$ cat config.mk
export PLATFORM = sky130hd
export DESIGN_NAME = slice_index_normalizer
export DESIGN_NICKNAME = d
export VERILOG_FILES = /design/src/rtl/core/sin_pkg.sv /design/src/rtl/core/sin_front.sv /design/src/rtl/core/sin_div.sv /design/src/rtl/core/sin_back.sv /design/src/rtl/core/slice_index_normalizer.sv
export SDC_FILE = /design/constraint.sdc
export NUM_CORES = 2
export LEC_CHECK = 0
export CAP_MARGIN = 20
export CORE_UTILIZATION = 40
export CTS_CLUSTER_SIZE = 25
export DETAILED_ROUTE_END_ITERATION = 12
export DONT_BUFFER_PORTS = 1
export GPL_ROUTABILITY_DRIVEN = 0
export HOLD_SLACK_MARGIN = 0.03
export PLACE_DENSITY = 0.65
export SLEW_MARGIN = 20
export SYNTH_ARGS = -nofsm -noshare
export SYNTH_HDL_FRONTEND = slang
export SYNTH_SLANG_ARGS = --single-unit
$ cat constraint.sdc
create_clock -name clock -period 21.2 [get_ports clock]
set_input_delay 4.24 -clock clock [delete_from_list [all_inputs] [get_ports clock]]
set_output_delay 4.24 -clock clock [all_outputs]
set_load 0.05 [all_outputs]
$ cat src/rtl/core/sin_pkg.sv
// Shared types and constants for the slice index normalizer.
// Used by sin_front, sin_div, sin_back and the top level; depends on nothing.
package sin_pkg;

   localparam int VAL_W   = 32;           // start, stop and step
   localparam int LEN_W   = 16;           // sequence length and element number
   localparam int BND_W   = LEN_W + 1;    // normalized bound, -1 .. length
   localparam int QUO_W   = LEN_W;        // divider dividend and quotient
   localparam int DIV_BITS   = 2;         // quotient bits retired per stage
   localparam int DIV_STAGES = QUO_W / DIV_BITS;

   localparam int REQ_DATA_W = 128;
   localparam int REQ_USER_W = 3;
   localparam int RSP_DATA_W = 72;
   localparam int RSP_USER_W = 1;

   typedef struct packed {
      logic signed [VAL_W-1:0] start_value;
      logic                    start_omitted;
      logic signed [VAL_W-1:0] stop_value;
      logic                    stop_omitted;
      logic signed [VAL_W-1:0] step_value;
      logic                    step_omitted;
      logic [LEN_W-1:0]        sequence_length;
      logic [LEN_W-1:0]        element_number;
   } sin_req_type;

   // Per-request values that ride alongside the divider
   typedef struct packed {
      logic signed [BND_W-1:0] first_index;
      logic signed [BND_W-1:0] end_bound;
      logic                    neg;        // step below zero
      logic                    nonempty;   // nonzero step and bounds in order
      logic                    big;        // step magnitude above 16 bits
      logic [LEN_W-1:0]        element_number;
      logic [LEN_W-1:0]        offset;     // element_number * |step|, low bits
   } sin_side_type;

   typedef struct packed {
      logic signed [BND_W-1:0] first_index;
      logic signed [BND_W-1:0] end_bound;
      logic [LEN_W-1:0]        element_count;
      logic [LEN_W-1:0]        element_index;
      logic                    element_valid;
   } sin_rsp_type;

endpackage

$ cat src/rtl/core/sin_front.sv
// Front end: bound normalization, then span, divisor setup and offset multiply.
// Two register stages with valid/ready; depends on sin_pkg.
module sin_front #(
   parameter int MAX_LENGTH = 65535
) (
   input  logic                    clock,
   input  logic                    reset,
   input  logic                    in_valid,
   output logic                    in_ready,
   input  sin_pkg::sin_req_type    in_req,
   output logic                    out_valid,
   input  logic                    out_ready,
   output sin_pkg::sin_side_type   out_side,
   output logic [sin_pkg::QUO_W-1:0] out_dividend,
   output logic [sin_pkg::QUO_W-1:0] out_divisor
);
   import sin_pkg::*;

   function automatic logic signed [BND_W-1:0] norm_bound(
      input logic signed [VAL_W-1:0] v,
      input logic                    omitted,
      input logic signed [BND_W-1:0] dflt,
      input logic [LEN_W-1:0]        len,
      input logic                    neg
   );
      logic signed [VAL_W:0]   sum;
      logic signed [BND_W-1:0] len_s;
      logic signed [BND_W-1:0] res;
      len_s = $signed({1'b0, len});
      sum   = $signed({v[VAL_W-1], v}) + $signed({{(VAL_W-LEN_W){1'b0}}, len});
      if (omitted) begin
         res = dflt;
      end else if (v[VAL_W-1]) begin
         if (sum[VAL_W]) begin
            res = neg ? -BND_W'(1) : '0;
         end else begin
            res = sum[BND_W-1:0];
         end
      end else if ($unsigned(v) >= {{(VAL_W-LEN_W){1'b0}}, len}) begin
         res = neg ? len_s - BND_W'(1) : len_s;
      end else begin
         res = v[BND_W-1:0];
      end
      return res;
   endfunction

   // Stage 1 registers
   logic                    v1_ff;
   logic signed [BND_W-1:0] first1_ff, first1_in;
   logic signed [BND_W-1:0] last1_ff, last1_in;
   logic                    neg1_ff, neg1_in;
   logic                    zero1_ff, zero1_in;
   logic                    big1_ff, big1_in;
   logic [LEN_W-1:0]        mag1_ff, mag1_in;
   logic [LEN_W-1:0]        num1_ff;

   // Stage 2 registers
   logic                    v2_ff;
   sin_side_type            side2_ff, side2_in;
   logic [QUO_W-1:0]        dvd2_ff, dvd2_in;
   logic [QUO_W-1:0]        dvs2_ff, dvs2_in;

   logic                    rdy1, rdy2;

   logic signed [VAL_W-1:0] step_s;
   logic [VAL_W-1:0]        mag;
   logic [LEN_W-1:0]        len_c;
   logic signed [BND_W-1:0] len_s;
   logic signed [BND_W:0]   span;
   logic [2*LEN_W-1:0]      prod;

   assign rdy2     = !v2_ff || out_ready;
   assign rdy1     = !v1_ff || rdy2;
   assign in_ready = rdy1;

   always_comb begin
      step_s = in_req.step_omitted ? VAL_W'(1) : in_req.step_value;
      neg1_in  = step_s[VAL_W-1];
      zero1_in = (step_s == '0);
      mag      = neg1_in ? (~step_s + VAL_W'(1)) : step_s;
      big1_in  = |mag[VAL_W-1:LEN_W];
      mag1_in  = mag[LEN_W-1:0];
      len_c    = (VAL_W'(in_req.sequence_length) > VAL_W'(MAX_LENGTH)) ?
                 LEN_W'(MAX_LENGTH) : in_req.sequence_length;
      len_s    = $signed({1'b0, len_c});
      first1_in = norm_bound(in_req.start_value, in_req.start_omitted,
                             neg1_in ? len_s - BND_W'(1) : '0, len_c, neg1_in);
      last1_in  = norm_bound(in_req.stop_value, in_req.stop_omitted,
                             neg1_in ? -BND_W'(1) : len_s, len_c, neg1_in);
   end

   always_comb begin
      span = neg1_ff ? ($signed({first1_ff[BND_W-1], first1_ff})
                        - $signed({last1_ff[BND_W-1], last1_ff}))
                     : ($signed({last1_ff[BND_W-1], last1_ff})
                        - $signed({first1_ff[BND_W-1], first1_ff}));
      prod = num1_ff * mag1_ff;
      side2_in.first_index    = first1_ff;
      side2_in.end_bound      = last1_ff;
      side2_in.neg            = neg1_ff;
      side2_in.nonempty       = !zero1_ff && !span[BND_W] && (span != '0);
      side2_in.big            = big1_ff;
      side2_in.element_number = num1_ff;
      side2_in.offset         = prod[LEN_W-1:0];
      dvd2_in = QUO_W'(span - (BND_W+1)'(1));
      // any nonzero divisor does when the quotient is not used
      dvs2_in = (big1_ff || zero1_ff) ? QUO_W'(1) : mag1_ff;
   end

   always_ff @(posedge clock) begin
      if (reset) begin
         v1_ff <= 1'b0;
         v2_ff <= 1'b0;
      end else begin
         if (rdy1) begin
            v1_ff <= in_valid;
         end
         if (rdy2) begin
            v2_ff <= v1_ff;
         end
      end
   end

   always_ff @(posedge clock) begin
      if (rdy1 && in_valid) begin
         first1_ff <= first1_in;
         last1_ff  <= last1_in;
         neg1_ff   <= neg1_in;
         zero1_ff  <= zero1_in;
         big1_ff   <= big1_in;
         mag1_ff   <= mag1_in;
         num1_ff   <= in_req.element_number;
      end
      if (rdy2 && v1_ff) begin
         side2_ff <= side2_in;
         dvd2_ff  <= dvd2_in;
         dvs2_ff  <= dvs2_in;
      end
   end

   assign out_valid    = v2_ff;
   assign out_side     = side2_ff;
   assign out_dividend = dvd2_ff;
   assign out_divisor  = dvs2_ff;

endmodule

$ cat src/rtl/core/sin_div.sv
// Pipelined restoring divider: DIV_BITS quotient bits per register stage.
// Carries the request's side values along; depends on sin_pkg.
module sin_div (
   input  logic                      clock,
   input  logic                      reset,
   input  logic                      in_valid,
   output logic                      in_ready,
   input  sin_pkg::sin_side_type     in_side,
   input  logic [sin_pkg::QUO_W-1:0] in_dividend,
   input  logic [sin_pkg::QUO_W-1:0] in_divisor,
   output logic                      out_valid,
   input  logic                      out_ready,
   output sin_pkg::sin_side_type     out_side,
   output logic [sin_pkg::QUO_W-1:0] out_quotient
);
   import sin_pkg::*;

   logic [DIV_STAGES-1:0] valid_ff;
   sin_side_type          side_ff [DIV_STAGES];
   logic [QUO_W-1:0]      rem_ff  [DIV_STAGES];
   logic [QUO_W-1:0]      dvd_ff  [DIV_STAGES];
   logic [QUO_W-1:0]      dvs_ff  [DIV_STAGES];
   logic [QUO_W-1:0]      quo_ff  [DIV_STAGES];

   logic [DIV_STAGES:0]   rdy;
   logic [DIV_STAGES-1:0] src_valid;
   sin_side_type          src_side [DIV_STAGES];
   logic [QUO_W-1:0]      src_rem  [DIV_STAGES];
   logic [QUO_W-1:0]      src_dvd  [DIV_STAGES];
   logic [QUO_W-1:0]      src_dvs  [DIV_STAGES];
   logic [QUO_W-1:0]      src_quo  [DIV_STAGES];
   logic [QUO_W-1:0]      rem_in   [DIV_STAGES];
   logic [QUO_W-1:0]      dvd_in   [DIV_STAGES];
   logic [QUO_W-1:0]      quo_in   [DIV_STAGES];

   always_comb begin
      rdy[DIV_STAGES] = out_ready;
      for (int s = DIV_STAGES - 1; s >= 0; s--) begin
         rdy[s] = !valid_ff[s] || rdy[s+1];
      end
   end
   assign in_ready = rdy[0];

   always_comb begin
      src_valid[0] = in_valid;
      src_side[0]  = in_side;
      src_rem[0]   = '0;
      src_dvd[0]   = in_dividend;
      src_dvs[0]   = in_divisor;
      src_quo[0]   = '0;
      for (int s = 1; s < DIV_STAGES; s++) begin
         src_valid[s] = valid_ff[s-1];
         src_side[s]  = side_ff[s-1];
         src_rem[s]   = rem_ff[s-1];
         src_dvd[s]   = dvd_ff[s-1];
         src_dvs[s]   = dvs_ff[s-1];
         src_quo[s]   = quo_ff[s-1];
      end
   end

   // Shift in the next dividend bits, subtract where the remainder allows
   always_comb begin : div_step
      logic [QUO_W-1:0] r;
      logic [QUO_W-1:0] d;
      logic [QUO_W-1:0] q;
      logic [QUO_W:0]   t;
      for (int s = 0; s < DIV_STAGES; s++) begin
         r = src_rem[s];
         d = src_dvd[s];
         q = src_quo[s];
         for (int b = 0; b < DIV_BITS; b++) begin
            t = {r, d[QUO_W-1]};
            d = {d[QUO_W-2:0], 1'b0};
            if (t >= {1'b0, src_dvs[s]}) begin
               t = t - {1'b0, src_dvs[s]};
               q = {q[QUO_W-2:0], 1'b1};
            end else begin
               q = {q[QUO_W-2:0], 1'b0};
            end
            r = t[QUO_W-1:0];
         end
         rem_in[s] = r;
         dvd_in[s] = d;
         quo_in[s] = q;
      end
   end

   always_ff @(posedge clock) begin
      if (reset) begin
         valid_ff <= '0;
      end else begin
         for (int s = 0; s < DIV_STAGES; s++) begin
            if (rdy[s]) begin
               valid_ff[s] <= src_valid[s];
            end
         end
      end
   end

   always_ff @(posedge clock) begin
      for (int s = 0; s < DIV_STAGES; s++) begin
         if (rdy[s] && src_valid[s]) begin
            side_ff[s] <= src_side[s];
            rem_ff[s]  <= rem_in[s];
            dvd_ff[s]  <= dvd_in[s];
            dvs_ff[s]  <= src_dvs[s];
            quo_ff[s]  <= quo_in[s];
         end
      end
   end

   assign out_valid    = valid_ff[DIV_STAGES-1];
   assign out_side     = side_ff[DIV_STAGES-1];
   assign out_quotient = quo_ff[DIV_STAGES-1];

endmodule

$ cat src/rtl/core/sin_back.sv
// Output stage: element count, element index and valid flag, held until taken.
// Depends on sin_pkg.
module sin_back (
   input  logic                      clock,
   input  logic                      reset,
   input  logic                      in_valid,
   output logic                      in_ready,
   input  sin_pkg::sin_side_type     in_side,
   input  logic [sin_pkg::QUO_W-1:0] in_quotient,
   output logic                      out_valid,
   input  logic                      out_ready,
   output sin_pkg::sin_rsp_type      out_rsp
);
   import sin_pkg::*;

   logic         valid_ff;
   sin_rsp_type  rsp_ff, rsp_in;
   logic         rdy;
   logic [LEN_W-1:0] count;
   logic [LEN_W-1:0] base;
   logic             hit;

   assign rdy      = !valid_ff || out_ready;
   assign in_ready = rdy;

   always_comb begin
      if (!in_side.nonempty) begin
         count = '0;
      end else if (in_side.big) begin
         count = LEN_W'(1);
      end else begin
         count = in_quotient + LEN_W'(1);
      end
      hit  = in_side.element_number < count;
      base = in_side.first_index[LEN_W-1:0];
      rsp_in.first_index   = in_side.first_index;
      rsp_in.end_bound     = in_side.end_bound;
      rsp_in.element_count = count;
      rsp_in.element_valid = hit;
      if (!hit) begin
         rsp_in.element_index = '0;
      end else if (in_side.neg) begin
         rsp_in.element_index = base - in_side.offset;
      end else begin
         rsp_in.element_index = base + in_side.offset;
      end
   end

   always_ff @(posedge clock) begin
      if (reset) begin
         valid_ff <= 1'b0;
      end else if (rdy) begin
         valid_ff <= in_valid;
      end
   end

   always_ff @(posedge clock) begin
      if (rdy && in_valid) begin
         rsp_ff <= rsp_in;
      end
   end

   assign out_valid = valid_ff;
   assign out_rsp   = rsp_ff;

endmodule

$ cat src/rtl/core/slice_index_normalizer.sv
// Slice index normalizer top level: stream ports, front end, divider, output stage.
// Depends on sin_pkg, sin_front, sin_div and sin_back.
//
// Takes one slice request per clock while the response side keeps up, and returns
// one response per request, in order, through two front-end stages (bound
// normalization; span, divisor and offset multiply), an 8-stage divider that
// retires two quotient bits per stage for the element count, and the output
// register. Each stage holds its request on its own while downstream is stalled,
// so requests keep entering until the pipeline is full.
module slice_index_normalizer #(
   parameter int MAX_LENGTH = 65535
) (
   input  logic                               clock,
   input  logic                               reset,
   input  logic                               req_tvalid,
   output logic                               req_tready,
   // [31:0] start_value, [63:32] stop_value, [95:64] step_value,
   // [111:96] sequence_length, [127:112] element_number
   input  logic [sin_pkg::REQ_DATA_W-1:0]     req_tdata,
   // [0] start_omitted, [1] stop_omitted, [2] step_omitted
   input  logic [sin_pkg::REQ_USER_W-1:0]     req_tuser,
   output logic                               rsp_tvalid,
   input  logic                               rsp_tready,
   // [16:0] first_index, [33:17] end_bound, [49:34] element_count,
   // [65:50] element_index, [71:66] zero
   output logic [sin_pkg::RSP_DATA_W-1:0]     rsp_tdata,
   // [0] element_valid
   output logic [sin_pkg::RSP_USER_W-1:0]     rsp_tuser
);
   import sin_pkg::*;

   sin_req_type      req;
   sin_side_type     f_side, d_side;
   logic [QUO_W-1:0] f_dvd, f_dvs, d_quo;
   logic             f_valid, f_ready, d_valid, d_ready;
   sin_rsp_type      rsp;

   always_comb begin
      req.start_value     = req_tdata[31:0];
      req.stop_value      = req_tdata[63:32];
      req.step_value      = req_tdata[95:64];
      req.sequence_length = req_tdata[111:96];
      req.element_number  = req_tdata[127:112];
      req.start_omitted   = req_tuser[0];
      req.stop_omitted    = req_tuser[1];
      req.step_omitted    = req_tuser[2];
   end

   sin_front #(
      .MAX_LENGTH (MAX_LENGTH)
   ) u_front (
      .clock        (clock),
      .reset        (reset),
      .in_valid     (req_tvalid),
      .in_ready     (req_tready),
      .in_req       (req),
      .out_valid    (f_valid),
      .out_ready    (f_ready),
      .out_side     (f_side),
      .out_dividend (f_dvd),
      .out_divisor  (f_dvs)
   );

   sin_div u_div (
      .clock        (clock),
      .reset        (reset),
      .in_valid     (f_valid),
      .in_ready     (f_ready),
      .in_side      (f_side),
      .in_dividend  (f_dvd),
      .in_divisor   (f_dvs),
      .out_valid    (d_valid),
      .out_ready    (d_ready),
      .out_side     (d_side),
      .out_quotient (d_quo)
   );

   sin_back u_back (
      .clock       (clock),
      .reset       (reset),
      .in_valid    (d_valid),
      .in_ready    (d_ready),
      .in_side     (d_side),
      .in_quotient (d_quo),
      .out_valid   (rsp_tvalid),
      .out_ready   (rsp_tready),
      .out_rsp     (rsp)
   );

   assign rsp_tdata = {6'b0, rsp.element_index, rsp.element_count,
                       rsp.end_bound, rsp.first_index};
   assign rsp_tuser = rsp.element_valid;

endmodule

==> results.json <==
{
  "wl_per_cell_um": 18.1,
  "cp-end-kind": "output port",
  "r2r_start": "u_div.dvs_ff[0][17]$_DFFE_PP_",
  "crit_buf_inv": 0,
  "dp_slack_ns": 10.30,
  "die_area_um2": 153000,
  "crit_slowest_cell": "nand4_1",
  "intPower_uw": 4450,
  "netSwitchingPower_uw": 1680,
  "ys_ff_latch": 1152,
  "relSlewSlack": 0.330,
  "hold_buffers": 0,
  "synth_area_leaders": "edfxtp_1 (57%), ha_1 (8.8%), xnor2_1 (3.3%), fa_1 (3.3%), inv_1 (2.7%)",
  "cp_max_fo": 7,
  "fp.dieH_um": 391,
  "die_w_um": 391,
  "vias_per_cell": 5.22,
  "synth_largest_area_cell": "edfxtp_1",
  "synth_top_family_by_area": "adder cells",
  "power.density_nw_per_um2": 91.4,
  "postRouteAntennaNets": 0,
  "grt_pass1_wl_mm": 198,
  "tns_ns": 0,
  "layout_commonest_cell": "edfxtp_1",
  "p_clk_frac": 0.340,
  "yosys_warnings": 0,
  "yosys.area_share.simple": 0.0963,
  "worstSetupPathType": "in2out",
  "area_growth_syn_to_layout_pct": 10.6,
  "cp_slowest_stage_delay_ns": 0.62,
  "wl_mm": 126,
  "grt_pass1_vias": 35730,
  "num_rows": 142,
  "layout_common_cells": "edfxtp_1 (1141), inv_1 (440), ha_1 (426)",
  "syn_area_um2": 60600,
  "synth_xor_area_frac": 0.0483,
  "crit_chain": "nor2b_1 -> nand3_1 -> nor2_1 -> and2_1 -> and3_1 -> nand4_1",
  "drt_iter0_markers": 2626,
  "drt_first_pass_iters": 6,
  "antenna_found_initial": 3,
  "portBuffers": 0,
  "fin_crit_ns": 10.92,
  "fin_nets": 5517,
  "core_area_um2": 150000,
  "clockBufferDepth": 3,
  "crit_path_start_kind": "input port",
  "cap_viol_max_count": 0,
  "cts_resized": 0,
  "hold_start": "u_div.side_ff[0][223]$_DFFE_PP_",
  "pwr-share-comb": 0.222,
  "drcViolationCount": 0,
  "synth-edff-count": 1141,
  "synth_fa_ha_area_frac": 0.121,
  "pin_count": 210,
  "rsz0062_at_grt": "false",
  "clk_pin_slew_ns": 0.06,
  "cts_tree": "done",
  "synth_mux_area_frac": 0.0340,
  "swShare": 0.274,
  "setup_ws_ns": 10.28,
  "fin_util": 0.446,
  "required_ns": 16.96,
  "numCtsBuffers": 112,
  "hold-path-endpoint": "u_div.side_ff[1][16]$_DFFE_PP_",
  "critPathLaunch": "rsp_tready",
  "vdd.ir_drop.worst_mv": 0.151,
  "p_leak_uw": 0.0249,
  "r2r_cells": 20,
  "skew_ns": 0.0566,
  "hold_viol_final": 0,
  "grt_max_degree": 73,
  "clk_latency_ns": 0.75,
  "synth_flop_cell": "edfxtp_1",
  "ff2ff_setup_slack_ns": 14.54,
  "synth.distinct_cells": 87,
  "synth_compound_area_frac": 0.0967,
  "seq_area_frac_synth": 0.569,
  "start_util": 0.404,
  "overflow": 0,
  "cts_root_buffer": "clkbuf_16",
  "vias": 36394,
  "cts.htree.levels": 3,
  "layout-drive-gt1-share": 0.0814,
  "power_uw": 6120,
  "worst_pin_slew_ns": 1.01,
  "min_path_cells": 0,
  "status": "completed",
  "crit_family": "simple AND/OR/NAND/NOR gates",
  "final-max-slew-violation-count": 0,
  "fmax_mhz": 91.6,
  "hpwl_mm": 95.1,
  "synthArstFlopShare": 0,
  "crit_arrival_ns": 6.68,
  "hold_class": "reg2reg",
  "n_antenna_cell": 0,
  "clkSinkCount": 1152,
  "r2r-end": "u_div.rem_ff[1][5]$_DFFE_PP_",
  "synth_cells": 4813,
  "sequentialPowerShare": 0.438,
  "post-cts-setup-buffers": 0,
  "synth_top_area_frac": 0.565,
  "setup_viol": 0,
  "period_share": 0.515,
  "syn_area_per_cell_um2": 12.6,
  "grt.total_usage": 0.163
}
## final cells by class
| class | instances | area [um^2] |
|---|---|---|
| Fill cell | 13436 | 83100 |
| Tap cell | 2016 | 2520 |
| Clock buffer | 122 | 2840 |
| Multi-Input combinational cell | 3117 | 24100 |
| Sequential cell | 1152 | 34500 |
| Clock inverter | 85 | 1100 |
| Timing Repair Buffer | 34 | 283 |
| Inverter | 440 | 1650 |
## sequential cells by signal, summed over array words and instances, names as in the netlist, 8 cells and up
signal / flops
u_div.rem_ff: 112
u_front.out_side: 69
u_front.out_divisor: 16
u_back.out_rsp: 67
u_div.dvd_ff: 56
u_div.dvs_ff: 112
u_div.valid_ff: 8
u_div.side_ff: 552
u_front.last1_ff: 17
u_front.mag1_ff: 16
u_front.first1_ff: 17
u_front.num1_ff: 16
u_div.quo_ff: 72
u_front.out_dividend: 16
## stage by stage
stage / cells / hold WS (ns) / instance area (um^2)
after floorplan: 4818 / 0.400 / 60600
after global placement: 6757 / 0.401 / 63000
after detailed placement: 6758 / 0.405 / 63000
after CTS: 6965 / 0.372 / 67000
after global routing: 6966 / 0.386 / 67000
final: 6966 / 0.382 / 67000
## Yosys cell counts (all sizes together) (99+ instances only)
| master | number |
|---|---|
| and2 | 110 |
| nand2 | 242 |
| edfxtp | 1141 |
| xor2 | 103 |
| a21oi | 257 |
| xnor2 | 231 |
| o21ai | 184 |
| inv | 440 |
| nor2 | 309 |
| ha | 426 |
| mux2 | 144 |
| fa | 99 |
## worst max-delay path by stage
stage / cells past startpoint / end
after detailed placement: 6 / req_tready
after CTS: 6 / req_tready
after global placement: 6 / req_tready
final: 6 / req_tready
after global routing: 6 / req_tready
after floorplan: 7 / u_div.dvd_ff[0][0]$_DFFE_PP_
## power groups by stage
stage	registers [uW]	clock network [uW]	logic, uW
3_5_place_dp	2730	0	1350
3_3_place_gp	2730	0	1330
4_1_cts	2680	2140	1360
2_1_floorplan	2700	0	1050
6_report	2680	2080	1360
5_1_grt	2690	2220	1530
## routing by layer
layer,GRT usage,part of all wire,up-vias
met4,0.0530,0.030,0
met5,0,0,-
met3,0.0240,0.053,228
met1,0.228,0.47,17408
met2,0.261,0.45,1026
li1,-,-,17732
## cells by family after synthesis
group | count (synthesis)
buffers and inverters | 549
DFF | 1152
muxes | 188
other | 1
AOI/OAI and AO/OA | 900
and+or+nand+nor | 1164
adders and majority gates | 525
xor gates and xnor gates | 334
No activity file was read; power rests on OpenSTA's default activity.
